<file path="config.mk">
export PLATFORM = sky130hd
export DESIGN_NAME = intel_hex_record_parser_flat
export DESIGN_NICKNAME = d
export VERILOG_FILES = /design/src/rtl/core/ihex_pkg.sv /design/src/rtl/core/ihex_if.sv /design/src/rtl/core/ihex_step.sv /design/src/rtl/core/ihex_obuf.sv /design/src/rtl/core/intel_hex_record_parser.sv /design/src/flat_wrapper.sv
export SDC_FILE = /design/constraint.sdc
export NUM_CORES = 1
export LEC_CHECK = 0
export ABC_AREA = 1
export BUFFER_PORTS_ARGS = -buffer_cell sky130_fd_sc_hd__buf_2
export CORE_MARGIN = 1
export CORE_UTILIZATION = 35
export DETAILED_ROUTE_END_ITERATION = 10
export GPL_ROUTABILITY_DRIVEN = 0
export PLACE_DENSITY = 0.52
export SYNTH_ARGS = -nofsm -noshare
export SYNTH_HDL_FRONTEND = slang
export SYNTH_HIERARCHICAL = 1
export SYNTH_SLANG_ARGS = --single-unit
</file>
<file path="constraint.sdc">
create_clock -name clk_i -period 6.9 [get_ports clk_i]
set_input_delay 1.38 -clock clk_i [delete_from_list [all_inputs] [get_ports clk_i]]
set_output_delay 1.38 -clock clk_i [all_outputs]
set_load 0.005 [all_outputs]
</file>
<file path="src/rtl/core/ihex_pkg.sv">
// Package for the hex record parser: phase codes, character constants, state and result types.
`timescale 1ns / 1ps

package ihex_pkg;

  localparam logic [7:0] COLON_CHAR = 8'h3A;
  localparam logic [7:0] DIGIT_BELOW = 8'd47;
  localparam logic [7:0] DIGIT_ABOVE = 8'd58;
  localparam logic [7:0] ZERO_CHAR = 8'd48;
  localparam logic [7:0] ALPHA_CHAR = 8'd65;
  localparam logic [7:0] ALPHA_OFFSET = 8'd10;

  typedef enum logic [5:0] {
    PH_WAIT = 6'b000001,
    PH_LEN  = 6'b000010,
    PH_ADDR = 6'b000100,
    PH_TYPE = 6'b001000,
    PH_DATA = 6'b010000,
    PH_SUM  = 6'b100000
  } phase_e;

  typedef struct packed {
    phase_e       phase;
    logic [1:0]   digit;
    logic [7:0]   length;
    logic [15:0]  address;
    logic [7:0]   index;
    logic [3:0]   high;
    logic [31:0]  total;
    logic [15:0]  max_addr;
  } ihex_state_t;

  typedef struct packed {
    logic [15:0]  byte_address;
    logic [7:0]   byte_value;
    logic [31:0]  bytes_so_far;
    logic [15:0]  highest_address;
  } ihex_result_t;

  // Digit code as decoded by the original tool: non-digits map as letters, no check.
  function automatic logic [7:0] nib_code(input logic [7:0] c);
    logic [7:0] r;
    if (c > DIGIT_BELOW && c < DIGIT_ABOVE) begin
      r = c - ZERO_CHAR;
    end else begin
      r = c - ALPHA_CHAR + ALPHA_OFFSET;
    end
    return r;
  endfunction

endpackage

</file>
<file path="src/rtl/core/ihex_if.sv">
// Valid/ready channel interfaces for text characters in and decoded bytes out.
`timescale 1ns / 1ps

interface ihex_char_if;
  logic       valid;
  logic       ready;
  logic [7:0] text_char;
  modport source (output valid, output text_char, input ready);
  modport sink (input valid, input text_char, output ready);
endinterface

interface ihex_byte_if;
  logic        valid;
  logic        ready;
  logic [15:0] byte_address;
  logic [7:0]  byte_value;
  logic [31:0] bytes_so_far;
  logic [15:0] highest_address;
  modport source (output valid, output byte_address, output byte_value,
                  output bytes_so_far, output highest_address, input ready);
  modport sink (input valid, input byte_address, input byte_value,
                input bytes_so_far, input highest_address, output ready);
endinterface

</file>
<file path="src/rtl/core/ihex_step.sv">
// Next-state and result logic for one character of record text.
`timescale 1ns / 1ps

module ihex_step (
  input  ihex_pkg::ihex_state_t  state_i,
  input  logic [7:0]             text_char_i,
  output ihex_pkg::ihex_state_t  state_o,
  output ihex_pkg::ihex_result_t result_o,
  output logic                   result_valid_o
);
  import ihex_pkg::*;

  logic [7:0]  v;
  logic [15:0] byte_addr;
  logic [7:0]  next_index;

  assign v = nib_code(text_char_i);
  assign byte_addr = state_i.address + {8'h00, state_i.index};
  assign next_index = state_i.index + 8'd1;

  always_comb begin
    state_o = state_i;
    result_o = '0;
    result_valid_o = 1'b0;
    unique case (state_i.phase)
      PH_LEN: begin
        if (state_i.digit == 2'd0) begin
          state_o.high = v[3:0];
          state_o.digit = 2'd1;
        end else begin
          state_o.length = {state_i.high, 4'h0} + v;
          state_o.digit = 2'd0;
          state_o.phase = PH_ADDR;
        end
      end
      PH_ADDR: begin
        case (state_i.digit)
          2'd0: state_o.address = state_i.address | {v[3:0], 12'h000};
          2'd1: state_o.address = state_i.address | {v, 8'h00};
          2'd2: state_o.address = state_i.address | {4'h0, v, 4'h0};
          default: state_o.address = state_i.address | {8'h00, v};
        endcase
        if (state_i.digit == 2'd3) begin
          state_o.digit = 2'd0;
          state_o.phase = PH_TYPE;
        end else begin
          state_o.digit = state_i.digit + 2'd1;
        end
      end
      PH_TYPE: begin
        if (state_i.digit == 2'd0) begin
          state_o.digit = 2'd1;
        end else begin
          state_o.digit = 2'd0;
          state_o.index = '0;
          state_o.phase = (state_i.length == 8'd0) ? PH_SUM : PH_DATA;
        end
      end
      PH_DATA: begin
        if (state_i.digit == 2'd0) begin
          state_o.high = v[3:0];
          state_o.digit = 2'd1;
        end else begin
          if (byte_addr > state_i.max_addr) state_o.max_addr = byte_addr;
          if (state_i.total != '1) state_o.total = state_i.total + 32'd1;
          state_o.digit = 2'd0;
          state_o.index = next_index;
          if (next_index >= state_i.length) state_o.phase = PH_SUM;
          result_valid_o = 1'b1;
          result_o.byte_address = byte_addr;
          result_o.byte_value = {state_i.high, 4'h0} | v;
          result_o.bytes_so_far = state_o.total;
          result_o.highest_address = state_o.max_addr;
        end
      end
      PH_SUM: begin
        if (state_i.digit == 2'd0) begin
          state_o.digit = 2'd1;
        end else begin
          state_o.digit = 2'd0;
          state_o.phase = PH_WAIT;
        end
      end
      default: begin
        if (text_char_i == COLON_CHAR) begin
          state_o.phase = PH_LEN;
          state_o.digit = 2'd0;
          state_o.length = '0;
          state_o.address = '0;
          state_o.index = '0;
        end
      end
    endcase
  end

endmodule

</file>
<file path="src/rtl/core/ihex_obuf.sv">
// Output register with one skid entry for decoded byte words.
`timescale 1ns / 1ps

module ihex_obuf (
  input  logic                   clk_i,
  input  logic                   rst_ni,
  input  logic                   push_i,
  input  ihex_pkg::ihex_result_t data_i,
  output logic                   room_o,
  ihex_byte_if.source            out_o
);
  import ihex_pkg::*;

  logic         main_valid_q, main_valid_d;
  logic         skid_valid_q, skid_valid_d;
  ihex_result_t main_q, main_d;
  ihex_result_t skid_q, skid_d;
  logic         pop;

  assign room_o = !skid_valid_q;
  assign pop = main_valid_q && out_o.ready;

  always_comb begin
    main_valid_d = main_valid_q;
    skid_valid_d = skid_valid_q;
    main_d = main_q;
    skid_d = skid_q;
    if (pop) begin
      main_valid_d = skid_valid_q;
      main_d = skid_q;
      skid_valid_d = 1'b0;
    end
    if (push_i) begin
      if (!main_valid_q || pop) begin
        main_valid_d = 1'b1;
        main_d = data_i;
      end else begin
        skid_valid_d = 1'b1;
        skid_d = data_i;
      end
    end
  end

  always_ff @(posedge clk_i or negedge rst_ni) begin
    if (!rst_ni) begin
      main_valid_q <= 1'b0;
      skid_valid_q <= 1'b0;
    end else begin
      main_valid_q <= main_valid_d;
      skid_valid_q <= skid_valid_d;
    end
  end

  always_ff @(posedge clk_i) begin
    main_q <= main_d;
    skid_q <= skid_d;
  end

  assign out_o.valid = main_valid_q;
  assign out_o.byte_address = main_q.byte_address;
  assign out_o.byte_value = main_q.byte_value;
  assign out_o.bytes_so_far = main_q.bytes_so_far;
  assign out_o.highest_address = main_q.highest_address;

endmodule

</file>
<file path="src/rtl/core/intel_hex_record_parser.sv">
// Top level of the hex record parser: parse state registers, step logic, output buffer.
//
// Usage: in_i carries one text character per word. Characters up to ':' are
// dropped; after it the record fields are taken by position (length, address,
// type, data pairs, checksum). Each complete data digit pair yields one word
// on out_o with its address, value, running byte count and highest address.
// A byte word enters the output register, or the skid if that is full, when its
// second digit is taken. Throughput: one character per cycle while in_i.ready is
// high; all parsing is a single step of logic between state and output registers.
// The receiver may stall: a one-entry skid holds a second word, and in_i.ready
// drops only while both the output register and the skid are full.
// Reset: the parser waits for a colon, counts and the highest address clear,
// and no word is pending.
`timescale 1ns / 1ps

module intel_hex_record_parser (
  input  logic        clk_i,
  input  logic        rst_ni,
  ihex_char_if.sink   in_i,
  ihex_byte_if.source out_o
);
  import ihex_pkg::*;

  ihex_state_t  state_q, state_d;
  ihex_result_t result;
  logic         result_valid;
  logic         room;
  logic         accept;

  assign in_i.ready = room;
  assign accept = in_i.valid && room;

  ihex_step u_step (
    .state_i        (state_q),
    .text_char_i    (in_i.text_char),
    .state_o        (state_d),
    .result_o       (result),
    .result_valid_o (result_valid)
  );

  ihex_obuf u_obuf (
    .clk_i  (clk_i),
    .rst_ni (rst_ni),
    .push_i (accept && result_valid),
    .data_i (result),
    .room_o (room),
    .out_o  (out_o)
  );

  always_ff @(posedge clk_i or negedge rst_ni) begin
    if (!rst_ni) begin
      state_q <= '{phase: PH_WAIT, default: '0};
    end else if (accept) begin
      state_q <= state_d;
    end
  end

  // skid full implies output register full
  assert property (@(posedge clk_i) disable iff (!rst_ni) !in_i.ready |-> out_o.valid)
    else $error("skid holds a word while output register is empty");

  assert property (@(posedge clk_i) disable iff (!rst_ni)
    out_o.valid |-> out_o.highest_address >= out_o.byte_address)
    else $error("highest address below emitted address");

  assert property (@(posedge clk_i) disable iff (!rst_ni)
    state_q.phase == PH_WAIT |-> state_q.digit == 2'd0)
    else $error("digit count nonzero while waiting for colon");

  assert property (@(posedge clk_i) disable iff (!rst_ni)
    state_q.phase == PH_DATA |-> state_q.index < state_q.length)
    else $error("data index past record length");

endmodule
</file>
<file path="src/flat_wrapper.sv">
// flat-port wrapper written by rule: the top's interface ports become plain ports
module intel_hex_record_parser_flat import ihex_pkg::*;
  (clk_i, rst_ni, in_i_valid, in_i_text_char, in_i_ready, out_o_valid, out_o_byte_address, out_o_byte_value, out_o_bytes_so_far, out_o_highest_address, out_o_ready);
  ihex_char_if in_i_i ();
  ihex_byte_if out_o_i ();
  input  logic clk_i;
  input  logic rst_ni;
  input wire logic [$bits(in_i_i.valid)-1:0] in_i_valid;
  input wire logic [$bits(in_i_i.text_char)-1:0] in_i_text_char;
  output wire logic [$bits(in_i_i.ready)-1:0] in_i_ready;
  output wire logic [$bits(out_o_i.valid)-1:0] out_o_valid;
  output wire logic [$bits(out_o_i.byte_address)-1:0] out_o_byte_address;
  output wire logic [$bits(out_o_i.byte_value)-1:0] out_o_byte_value;
  output wire logic [$bits(out_o_i.bytes_so_far)-1:0] out_o_bytes_so_far;
  output wire logic [$bits(out_o_i.highest_address)-1:0] out_o_highest_address;
  input wire logic [$bits(out_o_i.ready)-1:0] out_o_ready;
  assign in_i_i.valid = in_i_valid;
  assign in_i_i.text_char = in_i_text_char;
  assign in_i_ready = in_i_i.ready;
  assign out_o_valid = out_o_i.valid;
  assign out_o_byte_address = out_o_i.byte_address;
  assign out_o_byte_value = out_o_i.byte_value;
  assign out_o_bytes_so_far = out_o_i.bytes_so_far;
  assign out_o_highest_address = out_o_i.highest_address;
  assign out_o_i.ready = out_o_ready;
  intel_hex_record_parser u_core (.clk_i(clk_i), .rst_ni(rst_ni), .in_i(in_i_i), .out_o(out_o_i));
endmodule
</file>
==> results of run 1 <==
[registers in the layout, indices dropped and copies added (netlist names)]
signal and count:
u_core/state_q 92, u_core/u_obuf/out_o.bytes_so_far 32, u_core/u_obuf/out_o.byte_value 8, u_core/u_obuf/out_o.valid 1, u_core/u_obuf/out_o.byte_address 16, u_core/u_obuf/out_o.highest_address 16, u_core/u_obuf/skid_valid_q 1, u_core/u_obuf/skid_q 72
[power breakdown]
| group | total (mW) | leakage (nW) | internal [mW] | switching, mW |
|---|---|---|---|---|
| clock | 1.59 | 0.484 | 0.952 | 0.642 |
| sequential | 1.87 | 2.44 | 1.67 | 0.202 |
| combinational | 2.07 | 5.44 | 0.679 | 1.39 |
| total | 5.54 | 8.36 | 3.30 | 2.24 |
[worst max-delay path, stage by stage, from the launching register on]
cell and delay (ns):
dfrtp_1 0.49, ha_1 0.31, fa_1 0.45, nand3_1 0.10, nand3_1 0.12, nand2_1 0.09, nand3_1 0.10, xor2_1 0.25
inv_1 0.08, ha_1 0.18, a21oi_1 0.12, o21ai_0 0.09, a21oi_1 0.14, nand2_1 0.27, nand2_1 0.51, inv_1 0.18
nand2_1 0.09, nand3_1 0.10, nand2_1 0.12, nand3_1 0.09, nand2_1 0.13
[per-layer routing]
metal | GRT usage [%] | wire length [µm] | share of wire (%) | up-vias
li1 | - | - | - | 6958
met1 | 30.6 | 22200 | 49 | 6581
met2 | 33.5 | 20200 | 45 | 327
met3 | 2.27 | 2050 | 4.5 | 50
met4 | 4.93 | 681 | 1.5 | 0
met5 | 0 | 0 | 0 | -
[cell families after synthesis]
family	share of synthesized area, %
AND/OR/NAND/NOR	39.2
buffers and inverters	9.17
flip-flops	40.2
AO/OA/AOI/OAI	5.86
adder cells (fa/ha/maj)	4.49
XOR/XNOR	1.06
[path summary, 6_finish.rpt]
check                              startpoint                  to  slack (ns)  cells after the start
min                         u_core/state_q[3]   u_core/state_q[3]        0.47                      2
min reg2reg                 u_core/state_q[3]   u_core/state_q[3]        0.47                      2
min in group asynchronous              rst_ni  u_core/state_q[78]        0.81                      1
max                        u_core/state_q[52]  u_core/state_q[14]        2.81                     20
max reg2reg                u_core/state_q[52]  u_core/state_q[14]        2.81                     20
max in group asynchronous              rst_ni   u_core/state_q[8]        4.79                      2
[stage by stage]
stage | setup slack (ns) | power [mW] | hold slack (ns) | instances | area (µm²)
detailed placement | 2.84 | 3.97 | 0.460 | 2684 | 15500
CTS | 2.79 | 5.59 | 0.475 | 2737 | 16500
finish | 2.81 | 5.54 | 0.474 | 2737 | 16500
global route | 2.21 | 5.98 | 0.496 | 2737 | 16500
floorplan | 1.33 | 3.35 | 0.437 | 2144 | 14800
global placement | 2.85 | 3.94 | 0.455 | 2684 | 15500
[layout make-up]
type | count | share of cell area, %
clock inverters | 15 | 1.07
repair buffers | 101 | 3.39
inverters | 215 | 4.88
flip-flops and latches | 238 | 36.0
multi-input cells | 1591 | 45.6
clock buffers | 38 | 4.96
well taps | 539 | 4.08
[cell usage after synthesis, types with 21 or more instances]
cell type  number  area [µm²]
nor2_1        128         480
dfrtp_1        93        2330
inv_1         212         796
a21oi_1        34         170
dfxtp_1        72        1440
nand3_1       335        1680
nand2_1       831        3120
edfxtp_1       72        2160
clkbuf_1       27         101
o21ai_0        73         365
buf_2          48         240
nand4_1        21         131
ha_1           50         626
==> results.json, run 1 <==
{
  "status": "finished clean",
  "async_flop_share_pct": 39.5,
  "track_usage_pct": 21.1,
  "synth_area_per_cell_um2": 6.92,
  "yosys_most_used_dff": "dfrtp_1",
  "startpoint_type": "flop",
  "worst_pin_slew_ns": 1.08,
  "insertedDiodeCount": 0,
  "grt_remaining_overflow": 0,
  "setup_violations": 0,
  "drt_iter0_drc": 1122,
  "cap_violations": 0,
  "grt_pass1_vias": 13165,
  "multi_input_area_um2": 7530,
  "vias": 13916,
  "pin_count": 86,
  "syn_area_um2": 14800,
  "die_h_um": 208,
  "cts_resized": 0,
  "tns_ns": 0,
  "synth-edff-count": 72,
  "drive_above_1_share_pct": 9.19,
  "ys_types": 54,
  "grt_pass1_wl_um": 73800,
  "layout_commonest_cell": "nand2_1",
  "final_cell_mix": "nand2_1 (828), nand3_1 (335), inv_1 (211), nor2_1 (126), dfrtp_1 (92)",
  "worst-endpoint-arrival_ns": 4.58,
  "synthCells": 2144,
  "worstSetupPathType": "flop to flop",
  "drt-pass1-iter-count": 7,
  "core_area_um2": 41900,
  "drtAntennaViolNets": 0,
  "period_minus_slack_ns": 4.09,
  "post-route-period-util_pct": 59.3,
  "grt_start_max_net_pins": 93,
  "fill_cells": 4431,
  "die_w_um": 208,
  "rows": 75,
  "synth.yosys.seq_area_share_pct": 40.2,
  "antenna_found_initial": 0,
  "cts_made_buffers": 29,
  "routed_wl_um": 45100,
  "cts_max_path_buffers": 3,
  "cts_setup_buffers": 0,
  "hold_violations": 0,
  "htree_levels": 1,
  "vdd_drop_max_uv": 161,
  "drc": 0,
  "crit_required_ns": 7.38,
  "via_per_inst": 5.08,
  "synth_seq_cells": 238,
  "cts_root_buf": "clkbuf_16",
  "slew-limit-headroom_pct": 27.8,
  "clock_latency_ns": 0.56,
  "clk_pin_slew_ns": 0.06,
  "nets": 2240,
  "rsz0062_at_grt": "false",
  "final_util_pct": 39.5,
  "io_buffers": 85,
  "worst_setup_path_end_kind": "flop",
  "hold_path.class": "flop to flop",
  "leakage_nw": 8.36,
  "power.density_nw_per_um2": 335,
  "cts_hold_buf": 0,
  "syn_to_final_growth_pct": 11.5,
  "routedWlPerCell_um": 16.5,
  "cts.sinks": 238,
  "max_freq_mhz": 244,
  "die_area_um2": 43200,
  "cp_max_fo": 17,
  "skew_ns": 0.0108,
  "regArea_um2": 5960,
  "hpwl_um": 29100,
  "tritoncts": "yes",
  "start_util_pct": 35.4,
  "ys_warn_count": 6,
  "synthesis.nets": 2208,
  "final-max-slew-violation-count": 0
}
Note: power is estimated with default switching activity, not from simulation.
==> run 2: changes to the inputs <==
- clock period: 6.9 -> 4.2 ns (I/O delays scaled with it)
==> run 2 against run 1 <==
  * Cell area down 0.28%
  * Maximum frequency grew 7.4%
  * Largest power group unchanged
  * Sequential cell count stayed put
  * Global-route usage shrank 0.22 points
  * Clock power increased by 45%
  * Die area stayed put
  * Critical path depth is 1 lower
==> results.json, run 2 (synthesis gave the netlist of run 1 again) <==
{
  "rsz0062_at_grt": "false",
  "hold_violations": 0,
  "fill_cells": 4481,
  "setup_violations": 0,
  "drt-pass1-iter-count": 6,
  "drt_iter0_drc": 1060,
  "slew-limit-headroom_pct": 27.2,
  "worst_slack_ns": 0.390,
  "routedWlPerCell_um": 16.2,
  "drc": 0,
  "drive_above_1_share_pct": 9.25,
  "nets": 2249,
  "layout_commonest_cell": "nand2_1",
  "pre_cts_slack_ns": 0.283,
  "vdd_drop_max_uv": 335,
  "skew_ns": 0.0108,
  "cap_violations": 0,
  "hpwl_um": 29900,
  "drtAntennaViolNets": 0,
  "final_area_um2": 16500,
  "vias": 13902,
  "via_per_inst": 5.07,
  "crit_required_ns": 4.63,
  "post-route-period-util_pct": 90.7,
  "grt_pass1_vias": 13056,
  "io_buffers": 85,
  "reg2reg_depth": 19,
  "die_h_um": 208,
  "pwr-share-clk_pct": 25.9,
  "tns_ns": 0,
  "leakage_nw": 8.33,
  "cts.sinks": 238,
  "rows": 75,
  "antenna_found_initial": 0,
  "track_usage_pct": 20.8,
  "grt_remaining_overflow": 0,
  "routed_wl_um": 44400,
  "rrSetupSlack_ns": 0.39,
  "power.density_nw_per_um2": 541,
  "cts_setup_buffers": 0,
  "grt_start_max_net_pins": 93,
  "clk_pin_slew_ns": 0.06,
  "crit_path_start": "u_core/state_q[52]",
  "period_minus_slack_ns": 3.81,
  "syn_to_final_growth_pct": 11.2,
  "cts_resized": 0,
  "power_frac_seq_pct": 34.5,
  "r2r_start": "u_core/state_q[52]",
  "clock_latency_ns": 0.55,
  "p_sw_mw": 3.64,
  "internal-power_mw": 5.27,
  "cts_hold_buf": 0,
  "worst_setup_path_end_kind": "flop",
  "core_area_um2": 41900,
  "cp_max_fo": 13,
  "p_comb_share_pct": 39.5,
  "worst_pin_slew_ns": 1.09,
  "hold_path.class": "input port to asynchronous set/reset pin",
  "r2r_end": "u_core/state_q[6]",
  "start_util_pct": 35.4,
  "power.share.switching_pct": 40.9,
  "die_w_um": 208,
  "largest_reg_flops": 92,
  "grt_pass1_wl_um": 72600,
  "status": "finished clean",
  "tritoncts": "yes",
  "worstSetupPathType": "flop to flop",
  "final-max-slew-violation-count": 0,
  "max_freq_mhz": 262,
  "pin_count": 86,
  "htree_levels": 1,
  "cts_root_buf": "clkbuf_16",
  "largest-register": "u_core/state_q",
  "cts_made_buffers": 27,
  "final_cell_mix": "nand2_1 (828), nand3_1 (335), inv_1 (210), nor2_1 (126), dfrtp_1 (92)",
  "worst-endpoint-arrival_ns": 4.24,
  "cts_max_path_buffers": 3,
  "die_area_um2": 43200,
  "startpoint_type": "flop",
  "dpl_cell_area_um2": 15600,
  "insertedDiodeCount": 0
}
run 2: area by class of cell:
cell class	count	area, µm²	area share [%]
Multi-Input combinational cell	1591	7540	45.7
Tap cell	539	674	4.09
Clock inverter	11	110	0.668
Inverter	215	807	4.90
Clock buffer	38	737	4.47
Timing Repair Buffer	112	656	3.98
Sequential cell	238	5960	36.1
run 2: worst max-delay path by stage:
stage | cells past startpoint | slack, ns | to
after floorplan | 12 | 0.09 | u_core/u_obuf/skid_q[0]
after global placement | 19 | 0.33 | u_core/state_q[5]
after detailed placement | 19 | 0.28 | u_core/state_q[4]
after CTS | 19 | 0.26 | u_core/state_q[4]
after global routing | 19 | 0.07 | u_core/state_q[6]
final | 19 | 0.39 | u_core/state_q[6]
run 2: routing by layer:
layer  vias to the layer above  track usage [%]  part of all wire, %
met5                         -                0                    0
met4                         0             5.39                  1.8
met3                        49             2.63                  5.2
met2                       341             32.9                   44
met1                      6550             30.0                   49
li1                       6962                -                    -
run 2: through the flow:
step                      util, %  hold slack [ns]  cells  power, mW
after floorplan                 -            0.437   2144       5.51
after global placement       37.3            0.456   2695       6.60
after detailed placement     37.3            0.464   2695       6.62
after CTS                    39.4            0.442   2744       8.98
after global routing         39.4            0.463   2744       9.66
final                        39.4            0.410   2744       8.91
run 2: critical path, stage by stage (launching register included):
cell and delay (ns):
dfrtp_1 0.48, ha_1 0.30, fa_1 0.47, nand2_1 0.10, nand3_1 0.09, xor2_1 0.40, inv_1 0.09, ha_1 0.29
nand2_1 0.06, nor2_1 0.17, nand4_1 0.10, nor2_1 0.14, inv_2 0.12, nand2_1 0.23, buf_4 0.24, nand2_1 0.07
nand3_1 0.09, o21ai_0 0.09, nand3_1 0.09, nand2_1 0.07
run 2: power by group through the flow:
stage / combinational [mW] / sequential [mW] / clock [mW]
after global routing: 4.04 / 3.13 / 2.48
after global placement: 3.49 / 3.12 / 0
after floorplan: 2.49 / 3.03 / 0
after CTS: 3.51 / 3.08 / 2.39
final: 3.52 / 3.08 / 2.31
after detailed placement: 3.50 / 3.12 / 0
